==> src/design/acrms_pkg.sv <==
`timescale 1ns / 1ps
// ----------------------------------------------------------------------------
// acrms_pkg
// Shared widths, register codes and state types of the AC RMS window core.
// ----------------------------------------------------------------------------
package acrms_pkg;

  localparam int SAMPLE_W   = 12;
  localparam int COUNT_W    = 9;
  localparam int FACTOR_W   = 24;
  localparam int RMS_W      = 19;
  localparam int VRMS_W     = 27;
  localparam int FRAC_SHIFT = 16;
  localparam int CFG_IDX_W  = 2;

  localparam logic [COUNT_W-1:0]  COUNT_MIN    = 9'd10;
  localparam logic [COUNT_W-1:0]  COUNT_RESET  = 9'd200;
  localparam logic [FACTOR_W-1:0] FACTOR_RESET = 24'd65536;

  localparam int QUEUE_DEPTH = 2;
  localparam int QPTR_W      = 1;

  typedef enum logic [CFG_IDX_W-1:0] {
    REG_SAMPLE_COUNT = 2'd0,
    REG_VOLT_GAIN    = 2'd1
  } cfg_reg_t;

  typedef enum logic [2:0] {
    BK_IDLE,
    BK_PROD,
    BK_DIFF,
    BK_ROOT,
    BK_DIV,
    BK_SCALE
  } back_state_t;

endpackage

==> src/design/acrms_if.sv <==
`timescale 1ns / 1ps
// ----------------------------------------------------------------------------
// acrms_if
// Valid/ready channels of the AC RMS window core: samples, results, config.
// ----------------------------------------------------------------------------
interface acrms_sample_if import acrms_pkg::*; ();
  logic                valid;
  logic                ready;
  logic [SAMPLE_W-1:0] adc_sample;

  modport source (output valid, output adc_sample, input ready);
  modport sink   (input valid, input adc_sample, output ready);
endinterface

interface acrms_result_if import acrms_pkg::*; ();
  logic              valid;
  logic              ready;
  logic [RMS_W-1:0]  rms_count_q8;
  logic [VRMS_W-1:0] vrms_q8;

  modport source (output valid, output rms_count_q8, output vrms_q8, input ready);
  modport sink   (input valid, input rms_count_q8, input vrms_q8, output ready);
endinterface

interface acrms_cfg_if import acrms_pkg::*; ();
  logic                 valid;
  logic                 ready;
  logic [CFG_IDX_W-1:0] index;
  logic [FACTOR_W-1:0]  data;

  modport source (output valid, output index, output data, input ready);
  modport sink   (input valid, input index, input data, output ready);
endinterface

==> src/design/ac_rms_dc_removed_window_core.sv <==
`timescale 1ns / 1ps
// ----------------------------------------------------------------------------
// ac_rms_dc_removed_window_core
// Throughput: one sample per cycle while the two-entry window queue has room.
// A result is registered after its window passes the queue and the product,
// difference, bit-serial root (RW = root width, 29 at default parameters),
// bit-serial divide and scale states, root and divide each one bit per cycle.
// Reset: clears window position, sums, queue and result valid; sample_count returns
// to 200 and the voltage gain to 65536.
// ----------------------------------------------------------------------------
module ac_rms_dc_removed_window_core import acrms_pkg::*; #(
  parameter int SAMPLE_BITS = 12,
  parameter int MAX_WINDOW  = 500
) (
  input  logic           clk,
  input  logic           rst,
  acrms_cfg_if.sink      cfg,
  acrms_sample_if.sink   sample,
  acrms_result_if.source result
);

  localparam int SB    = (SAMPLE_BITS < SAMPLE_W) ? SAMPLE_BITS : SAMPLE_W;
  localparam int CLIM  = (2 ** COUNT_W) - 1;
  localparam int WMAX  = (MAX_WINDOW < CLIM) ? MAX_WINDOW : CLIM;
  localparam int PW    = $clog2(WMAX + 1);
  localparam int S1W   = SB + PW;
  localparam int S2W   = 2 * SB + PW;
  localparam int VW    = 2 * SB + 2 * PW;
  localparam int RW    = (VW + FRAC_SHIFT + 1) / 2;
  localparam int QW    = PW + S1W + S2W;

  logic [COUNT_W-1:0]  sample_count;
  logic [FACTOR_W-1:0] volt_gain;

  logic                push_valid;
  logic                push_ready;
  logic [PW-1:0]       push_n;
  logic [S1W-1:0]      push_s1;
  logic [S2W-1:0]      push_s2;
  logic                win_valid;
  logic                win_ready;
  logic [QW-1:0]       win_data;

  assign cfg.ready = 1'b1;

  always_ff @(posedge clk) begin
    if (rst) begin
      sample_count <= COUNT_RESET;
      volt_gain    <= FACTOR_RESET;
    end else if (cfg.valid && cfg.ready) begin
      unique case (cfg_reg_t'(cfg.index))
        REG_SAMPLE_COUNT: sample_count <= cfg.data[COUNT_W-1:0];
        REG_VOLT_GAIN:    volt_gain    <= cfg.data;
        default: begin
          // drop writes to unmapped indexes
        end
      endcase
    end
  end

  acrms_front #(
    .SB   (SB),
    .WMAX (WMAX),
    .PW   (PW),
    .S1W  (S1W),
    .S2W  (S2W)
  ) u_front (
    .clk          (clk),
    .rst          (rst),
    .sample       (sample),
    .sample_count (sample_count),
    .win_valid    (push_valid),
    .win_ready    (push_ready),
    .win_n        (push_n),
    .win_s1       (push_s1),
    .win_s2       (push_s2)
  );

  acrms_queue #(
    .W (QW)
  ) u_queue (
    .clk       (clk),
    .rst       (rst),
    .in_valid  (push_valid),
    .in_ready  (push_ready),
    .in_data   ({push_n, push_s1, push_s2}),
    .out_valid (win_valid),
    .out_ready (win_ready),
    .out_data  (win_data)
  );

  acrms_back #(
    .PW  (PW),
    .S1W (S1W),
    .S2W (S2W),
    .VW  (VW),
    .RW  (RW)
  ) u_back (
    .clk       (clk),
    .rst       (rst),
    .win_valid (win_valid),
    .win_ready (win_ready),
    .win_n     (win_data[QW-1 -: PW]),
    .win_s1    (win_data[S2W +: S1W]),
    .win_s2    (win_data[S2W-1:0]),
    .volt_gain (volt_gain),
    .result    (result)
  );

  a_no_lost_window: assert property (@(posedge clk) disable iff (rst)
    push_valid |-> push_ready)
    else $error("finished window offered to a full queue");

  a_window_len: assert property (@(posedge clk) disable iff (rst)
    push_valid |-> (push_n >= PW'(COUNT_MIN)) && (push_n <= PW'(WMAX)))
    else $error("window closed with a sample count outside the clamp range");

  a_reset_result: assert property (@(posedge clk)
    rst |=> !result.valid)
    else $error("result valid right after reset");

endmodule

==> src/design/acrms_front.sv <==
`timescale 1ns / 1ps
// ----------------------------------------------------------------------------
// acrms_front
// Accumulates samples into sum and sum of squares and hands off full windows.
// ----------------------------------------------------------------------------
module acrms_front import acrms_pkg::*; #(
  parameter int SB   = 12,
  parameter int WMAX = 500,
  parameter int PW   = 9,
  parameter int S1W  = 21,
  parameter int S2W  = 33
) (
  input  logic               clk,
  input  logic               rst,
  acrms_sample_if.sink       sample,
  input  logic [COUNT_W-1:0] sample_count,
  output logic               win_valid,
  input  logic               win_ready,
  output logic [PW-1:0]      win_n,
  output logic [S1W-1:0]     win_s1,
  output logic [S2W-1:0]     win_s2
);

  localparam logic [COUNT_W-1:0] COUNT_MAX = COUNT_W'(WMAX);

  logic [PW-1:0]      position;
  logic [S1W-1:0]     sample_sum;
  logic [S2W-1:0]     square_sum;
  logic [SB-1:0]      x;
  logic [2*SB-1:0]    x_sq;
  logic [COUNT_W-1:0] count_clamped;
  logic [PW-1:0]      window_len;
  logic [PW-1:0]      position_next;
  logic [S1W-1:0]     sample_sum_next;
  logic [S2W-1:0]     square_sum_next;
  logic               accept;
  logic               closing;

  assign x    = sample.adc_sample[SB-1:0];
  assign x_sq = x * x;

  always_comb begin
    if (sample_count < COUNT_MIN) begin
      count_clamped = COUNT_MIN;
    end else if (sample_count > COUNT_MAX) begin
      count_clamped = COUNT_MAX;
    end else begin
      count_clamped = sample_count;
    end
  end

  assign window_len      = count_clamped[PW-1:0];
  assign position_next   = position + 1'b1;
  assign sample_sum_next = sample_sum + S1W'(x);
  assign square_sum_next = square_sum + S2W'(x_sq);
  // a lowered count closes the window on the next sample
  assign closing         = position_next >= window_len;

  // hold off samples while the window queue is full
  assign sample.ready = win_ready;
  assign accept       = sample.valid && sample.ready;

  assign win_valid = accept && closing;
  assign win_n     = position_next;
  assign win_s1    = sample_sum_next;
  assign win_s2    = square_sum_next;

  always_ff @(posedge clk) begin
    if (rst) begin
      position   <= '0;
      sample_sum <= '0;
      square_sum <= '0;
    end else if (accept) begin
      if (closing) begin
        position   <= '0;
        sample_sum <= '0;
        square_sum <= '0;
      end else begin
        position   <= position_next;
        sample_sum <= sample_sum_next;
        square_sum <= square_sum_next;
      end
    end
  end

endmodule

==> src/design/acrms_queue.sv <==
`timescale 1ns / 1ps
// ----------------------------------------------------------------------------
// acrms_queue
// Two-entry queue of finished windows between accumulator and arithmetic.
// ----------------------------------------------------------------------------
module acrms_queue import acrms_pkg::*; #(
  parameter int W = 63
) (
  input  logic         clk,
  input  logic         rst,
  input  logic         in_valid,
  output logic         in_ready,
  input  logic [W-1:0] in_data,
  output logic         out_valid,
  input  logic         out_ready,
  output logic [W-1:0] out_data
);

  logic [W-1:0]      entry [QUEUE_DEPTH];
  logic [QPTR_W-1:0] wr_ptr;
  logic [QPTR_W-1:0] rd_ptr;
  logic [QPTR_W:0]   fill;
  logic              push;
  logic              pop;

  assign in_ready  = fill != (QPTR_W+1)'(QUEUE_DEPTH);
  assign out_valid = fill != '0;
  assign out_data  = entry[rd_ptr];
  assign push      = in_valid && in_ready;
  assign pop       = out_valid && out_ready;

  always_ff @(posedge clk) begin
    if (rst) begin
      wr_ptr <= '0;
      rd_ptr <= '0;
      fill   <= '0;
    end else begin
      if (push) begin
        wr_ptr <= wr_ptr + 1'b1;
      end
      if (pop) begin
        rd_ptr <= rd_ptr + 1'b1;
      end
      if (push && !pop) begin
        fill <= fill + 1'b1;
      end else if (pop && !push) begin
        fill <= fill - 1'b1;
      end
    end
  end

  always_ff @(posedge clk) begin
    if (push) begin
      entry[wr_ptr] <= in_data;
    end
  end

endmodule

==> src/design/acrms_isqrt.sv <==
`timescale 1ns / 1ps
// ----------------------------------------------------------------------------
// acrms_isqrt
// Bit-pair integer square root of operand * 2^16, one root bit per cycle.
// ----------------------------------------------------------------------------
module acrms_isqrt import acrms_pkg::*; #(
  parameter int VW = 42,
  parameter int RW = 29
) (
  input  logic          clk,
  input  logic          rst,
  input  logic          start,
  input  logic [VW-1:0] operand,
  output logic          busy,
  output logic [RW-1:0] root
);

  localparam int RADW  = 2 * RW;
  localparam int CNT_W = $clog2(RW + 1);

  logic [RADW-1:0]  rad;
  logic [RW+1:0]    rem;
  logic [RW+1:0]    rem_sh;
  logic [RW+1:0]    trial;
  logic [CNT_W-1:0] steps;
  logic             fits;

  assign rem_sh = {rem[RW-1:0], rad[RADW-1 -: 2]};
  assign trial  = {root, 2'b01};
  assign fits   = rem_sh >= trial;

  always_ff @(posedge clk) begin
    if (rst) begin
      busy  <= 1'b0;
      steps <= '0;
    end else if (start) begin
      busy  <= 1'b1;
      steps <= '0;
    end else if (busy) begin
      steps <= steps + 1'b1;
      if (steps == CNT_W'(RW - 1)) begin
        busy <= 1'b0;
      end
    end
  end

  always_ff @(posedge clk) begin
    if (start) begin
      rad  <= RADW'(operand) << FRAC_SHIFT;
      rem  <= '0;
      root <= '0;
    end else if (busy) begin
      rad  <= rad << 2;
      rem  <= fits ? rem_sh - trial : rem_sh;
      root <= {root[RW-2:0], fits};
    end
  end

endmodule

==> src/design/acrms_back.sv <==
`timescale 1ns / 1ps
// ----------------------------------------------------------------------------
// acrms_back
// Turns one window into variance, root, mean root and scaled voltage.
// ----------------------------------------------------------------------------
module acrms_back import acrms_pkg::*; #(
  parameter int PW  = 9,
  parameter int S1W = 21,
  parameter int S2W = 33,
  parameter int VW  = 42,
  parameter int RW  = 29
) (
  input  logic                clk,
  input  logic                rst,
  input  logic                win_valid,
  output logic                win_ready,
  input  logic [PW-1:0]       win_n,
  input  logic [S1W-1:0]      win_s1,
  input  logic [S2W-1:0]      win_s2,
  input  logic [FACTOR_W-1:0] volt_gain,
  acrms_result_if.source      result
);

  localparam int CNT_W = $clog2(RW + 1);

  back_state_t                 state;
  back_state_t                 state_next;
  logic [PW-1:0]               n;
  logic [S1W-1:0]              s1;
  logic [S2W-1:0]              s2;
  logic [VW-1:0]               n_s2;
  logic [VW-1:0]               s1_sq;
  logic [VW-1:0]               variance;
  logic                        sq_start;
  logic                        sq_busy;
  logic [RW-1:0]               sq_root;
  logic [RW-1:0]               quot;
  logic [PW-1:0]               rem;
  logic [PW:0]                 rem_sh;
  logic [PW:0]                 rem_diff;
  logic                        fits;
  logic [CNT_W-1:0]            steps;
  logic [RMS_W-1:0]            rms;
  logic [RMS_W+FACTOR_W-1:0]   scaled;
  logic                        out_free;

  assign variance = n_s2 - s1_sq;

  acrms_isqrt #(
    .VW (VW),
    .RW (RW)
  ) u_isqrt (
    .clk     (clk),
    .rst     (rst),
    .start   (sq_start),
    .operand (variance),
    .busy    (sq_busy),
    .root    (sq_root)
  );

  // restoring divide: dividend shifts out of quot as quotient bits shift in
  assign rem_sh   = {rem, quot[RW-1]};
  assign rem_diff = rem_sh - {1'b0, n};
  assign fits     = !rem_diff[PW];

  assign rms      = quot[RMS_W-1:0];
  assign scaled   = rms * volt_gain;
  assign out_free = !result.valid || result.ready;

  always_ff @(posedge clk) begin
    if (rst) begin
      state <= BK_IDLE;
    end else begin
      state <= state_next;
    end
  end

  always_comb begin
    state_next = state;
    win_ready  = 1'b0;
    sq_start   = 1'b0;
    unique case (state)
      BK_IDLE: begin
        win_ready = 1'b1;
        if (win_valid) begin
          state_next = BK_PROD;
        end
      end
      BK_PROD: begin
        state_next = BK_DIFF;
      end
      BK_DIFF: begin
        sq_start   = 1'b1;
        state_next = BK_ROOT;
      end
      BK_ROOT: begin
        if (!sq_busy) begin
          state_next = BK_DIV;
        end
      end
      BK_DIV: begin
        if (steps == CNT_W'(RW - 1)) begin
          state_next = BK_SCALE;
        end
      end
      BK_SCALE: begin
        if (out_free) begin
          state_next = BK_IDLE;
        end
      end
      default: begin
        state_next = BK_IDLE;
      end
    endcase
  end

  always_ff @(posedge clk) begin
    case (state)
      BK_IDLE: begin
        if (win_valid) begin
          n  <= win_n;
          s1 <= win_s1;
          s2 <= win_s2;
        end
      end
      BK_PROD: begin
        n_s2  <= n * s2;
        s1_sq <= s1 * s1;
      end
      BK_ROOT: begin
        if (!sq_busy) begin
          quot  <= sq_root;
          rem   <= '0;
          steps <= '0;
        end
      end
      BK_DIV: begin
        quot  <= {quot[RW-2:0], fits};
        rem   <= fits ? rem_diff[PW-1:0] : rem_sh[PW-1:0];
        steps <= steps + 1'b1;
      end
      BK_SCALE: begin
        if (out_free) begin
          result.rms_count_q8 <= rms;
          result.vrms_q8      <= scaled[FRAC_SHIFT +: VRMS_W];
        end
      end
      default: begin
      end
    endcase
  end

  always_ff @(posedge clk) begin
    if (rst) begin
      result.valid <= 1'b0;
    end else if (state == BK_SCALE && out_free) begin
      result.valid <= 1'b1;
    end else if (result.ready) begin
      result.valid <= 1'b0;
    end
  end

endmodule
==> src/flat_wrapper.sv <==
// flat-port wrapper written by rule: the top's interface ports become plain ports
module ac_rms_dc_removed_window_core_flat import acrms_pkg::*;
#(
  parameter int SAMPLE_BITS = 12,
  parameter int MAX_WINDOW  = 500
)
  (clk, rst, cfg_valid, cfg_index, cfg_data, cfg_ready, sample_valid, sample_adc_sample, sample_ready, result_valid, result_rms_count_q8, result_vrms_q8, result_ready);
  acrms_cfg_if cfg_i ();
  acrms_sample_if sample_i ();
  acrms_result_if result_i ();
  input  logic clk;
  input  logic rst;
  input wire logic [$bits(cfg_i.valid)-1:0] cfg_valid;
  input wire logic [$bits(cfg_i.index)-1:0] cfg_index;
  input wire logic [$bits(cfg_i.data)-1:0] cfg_data;
  output wire logic [$bits(cfg_i.ready)-1:0] cfg_ready;
  input wire logic [$bits(sample_i.valid)-1:0] sample_valid;
  input wire logic [$bits(sample_i.adc_sample)-1:0] sample_adc_sample;
  output wire logic [$bits(sample_i.ready)-1:0] sample_ready;
  output wire logic [$bits(result_i.valid)-1:0] result_valid;
  output wire logic [$bits(result_i.rms_count_q8)-1:0] result_rms_count_q8;
  output wire logic [$bits(result_i.vrms_q8)-1:0] result_vrms_q8;
  input wire logic [$bits(result_i.ready)-1:0] result_ready;
  assign cfg_i.valid = cfg_valid;
  assign cfg_i.index = cfg_index;
  assign cfg_i.data = cfg_data;
  assign cfg_ready = cfg_i.ready;
  assign sample_i.valid = sample_valid;
  assign sample_i.adc_sample = sample_adc_sample;
  assign sample_ready = sample_i.ready;
  assign result_valid = result_i.valid;
  assign result_rms_count_q8 = result_i.rms_count_q8;
  assign result_vrms_q8 = result_i.vrms_q8;
  assign result_i.ready = result_ready;
  ac_rms_dc_removed_window_core #(.SAMPLE_BITS(SAMPLE_BITS), .MAX_WINDOW(MAX_WINDOW)) u_core (.clk(clk), .rst(rst), .cfg(cfg_i), .sample(sample_i), .result(result_i));
endmodule
==> config.mk <==
export PLATFORM = sky130hd
export DESIGN_NAME = ac_rms_dc_removed_window_core_flat
export DESIGN_NICKNAME = d
export VERILOG_FILES = /design/src/design/acrms_pkg.sv /design/src/design/acrms_if.sv /design/src/design/ac_rms_dc_removed_window_core.sv /design/src/design/acrms_front.sv /design/src/design/acrms_queue.sv /design/src/design/acrms_isqrt.sv /design/src/design/acrms_back.sv /design/src/flat_wrapper.sv
export SDC_FILE = /design/constraint.sdc
export NUM_CORES = 2
export LEC_CHECK = 0
export ABC_AREA = 1
export CORE_MARGIN = 2
export CORE_UTILIZATION = 55
export CTS_CLUSTER_DIAMETER = 60
export DETAILED_ROUTE_END_ITERATION = 10
export DONT_BUFFER_PORTS = 1
export PLACE_DENSITY = 0.7
export SYNTH_ARGS = -nofsm -noshare
export SYNTH_HDL_FRONTEND = slang
export SYNTH_SLANG_ARGS = --single-unit
==> constraint.sdc <==
create_clock -name clk -period 13.35 [get_ports clk]
set_clock_uncertainty 0.15 [all_clocks]
set_input_delay 3.3375 -clock clk [delete_from_list [all_inputs] [get_ports clk]]
set_output_delay 3.3375 -clock clk [all_outputs]
set_load 0.02 [all_outputs]
==> results.json <==
{
  "dp_slack_ns": 5.31,
  "cts.path.max_buffers": 3,
  "fmax_mhz": 137,
  "antenna_found_initial": 2,
  "hp-class": "flop to flop",
  "synth.area.top_cells": "fa_1, edfxtp_1, nand2_1",
  "routabilityCongestion": 0.947,
  "syn-num-nets": 10200,
  "ys_ff_latch": 571,
  "layout.nets": 10000,
  "min_period_ns": 7.32,
  "syn_avg_cell_area_um2": 8.05,
  "final_max_slew_viol_count": 0,
  "drc": 0,
  "drtIter0Drc": 3938,
  "final_util": 0.585,
  "setup_violations": 0,
  "synthArstFlopShare": 0,
  "crit_fanout": 13,
  "path_clk_slew_ns": 0.06,
  "clock-sinks": 571,
  "run_status": "finished clean",
  "die_h_um": 360,
  "area_delta_synth_final_pct": 5.62,
  "layout_common_cells": "nand2_1, inv_1, fa_1",
  "place_area_um2": 71000,
  "setup_slack_ns": 6.03,
  "cp.required_ns": 13.67,
  "synth_top_area_frac": 0.288,
  "synth-main-ff-cell": "edfxtp_1",
  "rsz0062_at_grt": "no",
  "stdcell_area_um2": 73600,
  "track_usage": 0.278,
  "dr_total_vias": 54000,
  "cts_setup_buffers": 0,
  "cts_buffers": 74,
  "cp-end-kind": "flop",
  "cp-start-kind": "primary input",
  "grt_max_degree": 80,
  "tns_ns": 0,
  "start_util": 0.554,
  "synthesis.area_um2": 69700,
  "fp.dieW_um": 360,
  "synth_cell_types": 59,
  "ctsHoldBuffers": 0,
  "row_count": 130,
  "die-area_um2": 130000,
  "yosysWarnings": 0,
  "max-cap-violations": 0,
  "htreeDepth": 3,
  "postRouteAntennaNets": 0,
  "hold_viol": 0,
  "cts.repair.resized": 0,
  "clkLatencyLatePin_ns": 0.72,
  "dr.pass1.iters": 5,
  "viasPerCell": 5.30,
  "core_area_um2": 126000,
  "synth_cells": 8653,
  "cp_data_arrival_time_ns": 7.64,
  "grt.overflow.total": 0,
  "grt_pass1_vias": 55600,
  "cts_root_buf": "clkbuf_16",
  "mostFrequentLayoutCell": "nand2_1",
  "worst_pin_slew_ns": 1.26,
  "drive_gt1_frac": 0.0287,
  "yosysTopAreaCell": "fa_1",
  "pin_count": 92,
  "wl_per_cell_um": 17.2,
  "io_buffer_count": 0,
  "dp_hpwl_um": 139000,
  "crit_type": "primary input to flop",
  "synth_edf_count": 403,
  "grt_pass1_wl_um": 289000,
  "fin_crit_sh": 0.548,
  "seq_area_frac_synth": 0.222,
  "cts_tree": "built",
  "wirelength_um": 175000,
  "slew_headroom": 0.160
}
==> Yosys cell counts, types with 3 or more instances <==
master     number
a211oi_1        4
a21boi_0       11
a21o_1         33
a21oi_1       370
a21oi_2         3
a22oi_1        28
a31oi_1        18
and2_1         21
and3_1          4
buf_1           7
buf_2          19
buf_4           5
clkbuf_1      273
dfxtp_1       168
edfxtp_1      403
fa_1         1001
ha_1          509
inv_1        2071
inv_2           5
nand2_1      2359
nand2_2        10
nand3_1       213
nand3_2         3
nand3b_1       23
nand4_1        45
nor2_1        461
nor2_2          5
nor2_4          3
nor3_1         47
nor3b_1         3
nor4_1         10
o2111ai_1       3
o211ai_1       11
o211ai_2        4
o21a_1         33
o21ai_0       235
o21ai_1        15
o21ai_2         3
o21bai_1       18
or2_2          12
xnor2_1        52
xor2_1        111
==> sequential cells by signal, indices dropped and copies added, names as in the netlist, 24 cells and up <==
register,flops
u_core.u_back.n_s2,42
u_core.u_back.quot,29
u_core.u_back.result.vrms_q8,27
u_core.u_back.s1_sq,41
u_core.u_back.s2,33
u_core.u_back.u_isqrt.rad,42
u_core.u_back.u_isqrt.rem,29
u_core.u_back.u_isqrt.root,29
u_core.u_front.square_sum,33
u_core.u_queue.entry,126
u_core.volt_gain,24
==> layout make-up <==
type | count | area (um^2)
fillers | 11300 | 52100
flip-flops and latches | 571 | 15500
diodes | 1 | 2.50
repair buffers | 57 | 428
multi-input cells | 5697 | 45300
well taps | 1650 | 2060
clock buffers | 92 | 2000
inverters | 2078 | 7800
clock inverters | 44 | 581
==> cells by family (layout without fill, tap and decap cells) <==
logic type	count (synthesis)	count (layout)	share of synthesized area
AND/OR/NAND/NOR	3225	3225	0.185
buffers and inverters	2385	2271	0.130
adder cells (fa/ha/maj)	1510	1510	0.379
AO/OA/AOI/OAI	797	797	0.0638
flip-flops	571	571	0.222
XOR/XNOR	164	164	0.0209
other	1	2	0.0000538
==> path summary, 6_finish.rpt <==
path	start	cells after the start	end	slack, ns
hold / removal	u_core.u_front.square_sum[3]$_SDFFE_PP0P_	2	u_core.u_front.square_sum[3]$_SDFFE_PP0P_	0.31
setup / recovery	sample_adc_sample[8]	20	u_core.u_queue.entry[0][31]$_DFFE_PP_	6.03
setup reg to reg	u_core.u_back.s1[15]$_DFFE_PP_	23	u_core.u_back.s1_sq[30]$_DFFE_PN_	6.09
hold reg to reg	u_core.u_front.square_sum[3]$_SDFFE_PP0P_	2	u_core.u_front.square_sum[3]$_SDFFE_PP0P_	0.31
==> metrics by stage <==
step / hold slack [ns] / cells
floorplan: 0.274 / 8653
global placement: 0.297 / 10100
finish: 0.307 / 10200
global route: 0.329 / 10200
CTS: 0.308 / 10200
detailed placement: 0.302 / 10100
==> worst max-delay path, stage by stage <==
cell     delay (ns)
nand2_1        0.04
inv_1          0.05
fa_1           0.53
inv_1          0.07
fa_1           0.53
inv_1          0.05
fa_1           0.47
inv_1          0.05
fa_1           0.48
inv_1          0.05
fa_1           0.43
ha_1           0.39
nand2_1        0.14
nor2_1         0.25
inv_1          0.09
nor4_1         0.26
nand2_1        0.12
nand2_1        0.08
nand2_1        0.06
and2_1         0.15
==> per-layer routing <==
| metal | GRT usage | share of wire | up-vias |
|---|---|---|---|
| li1 | - | - | 25700 |
| met1 | 0.391 | 0.45 | 26300 |
| met2 | 0.449 | 0.46 | 1807 |
| met3 | 0.0429 | 0.074 | 281 |
| met4 | 0.0743 | 0.024 | 2 |
| met5 | 0 | 0.000068 | - |
Power is left out: the tool's default activity adds up to more than one toggle a clock period on the data nets, which glitch-free logic cannot reach.
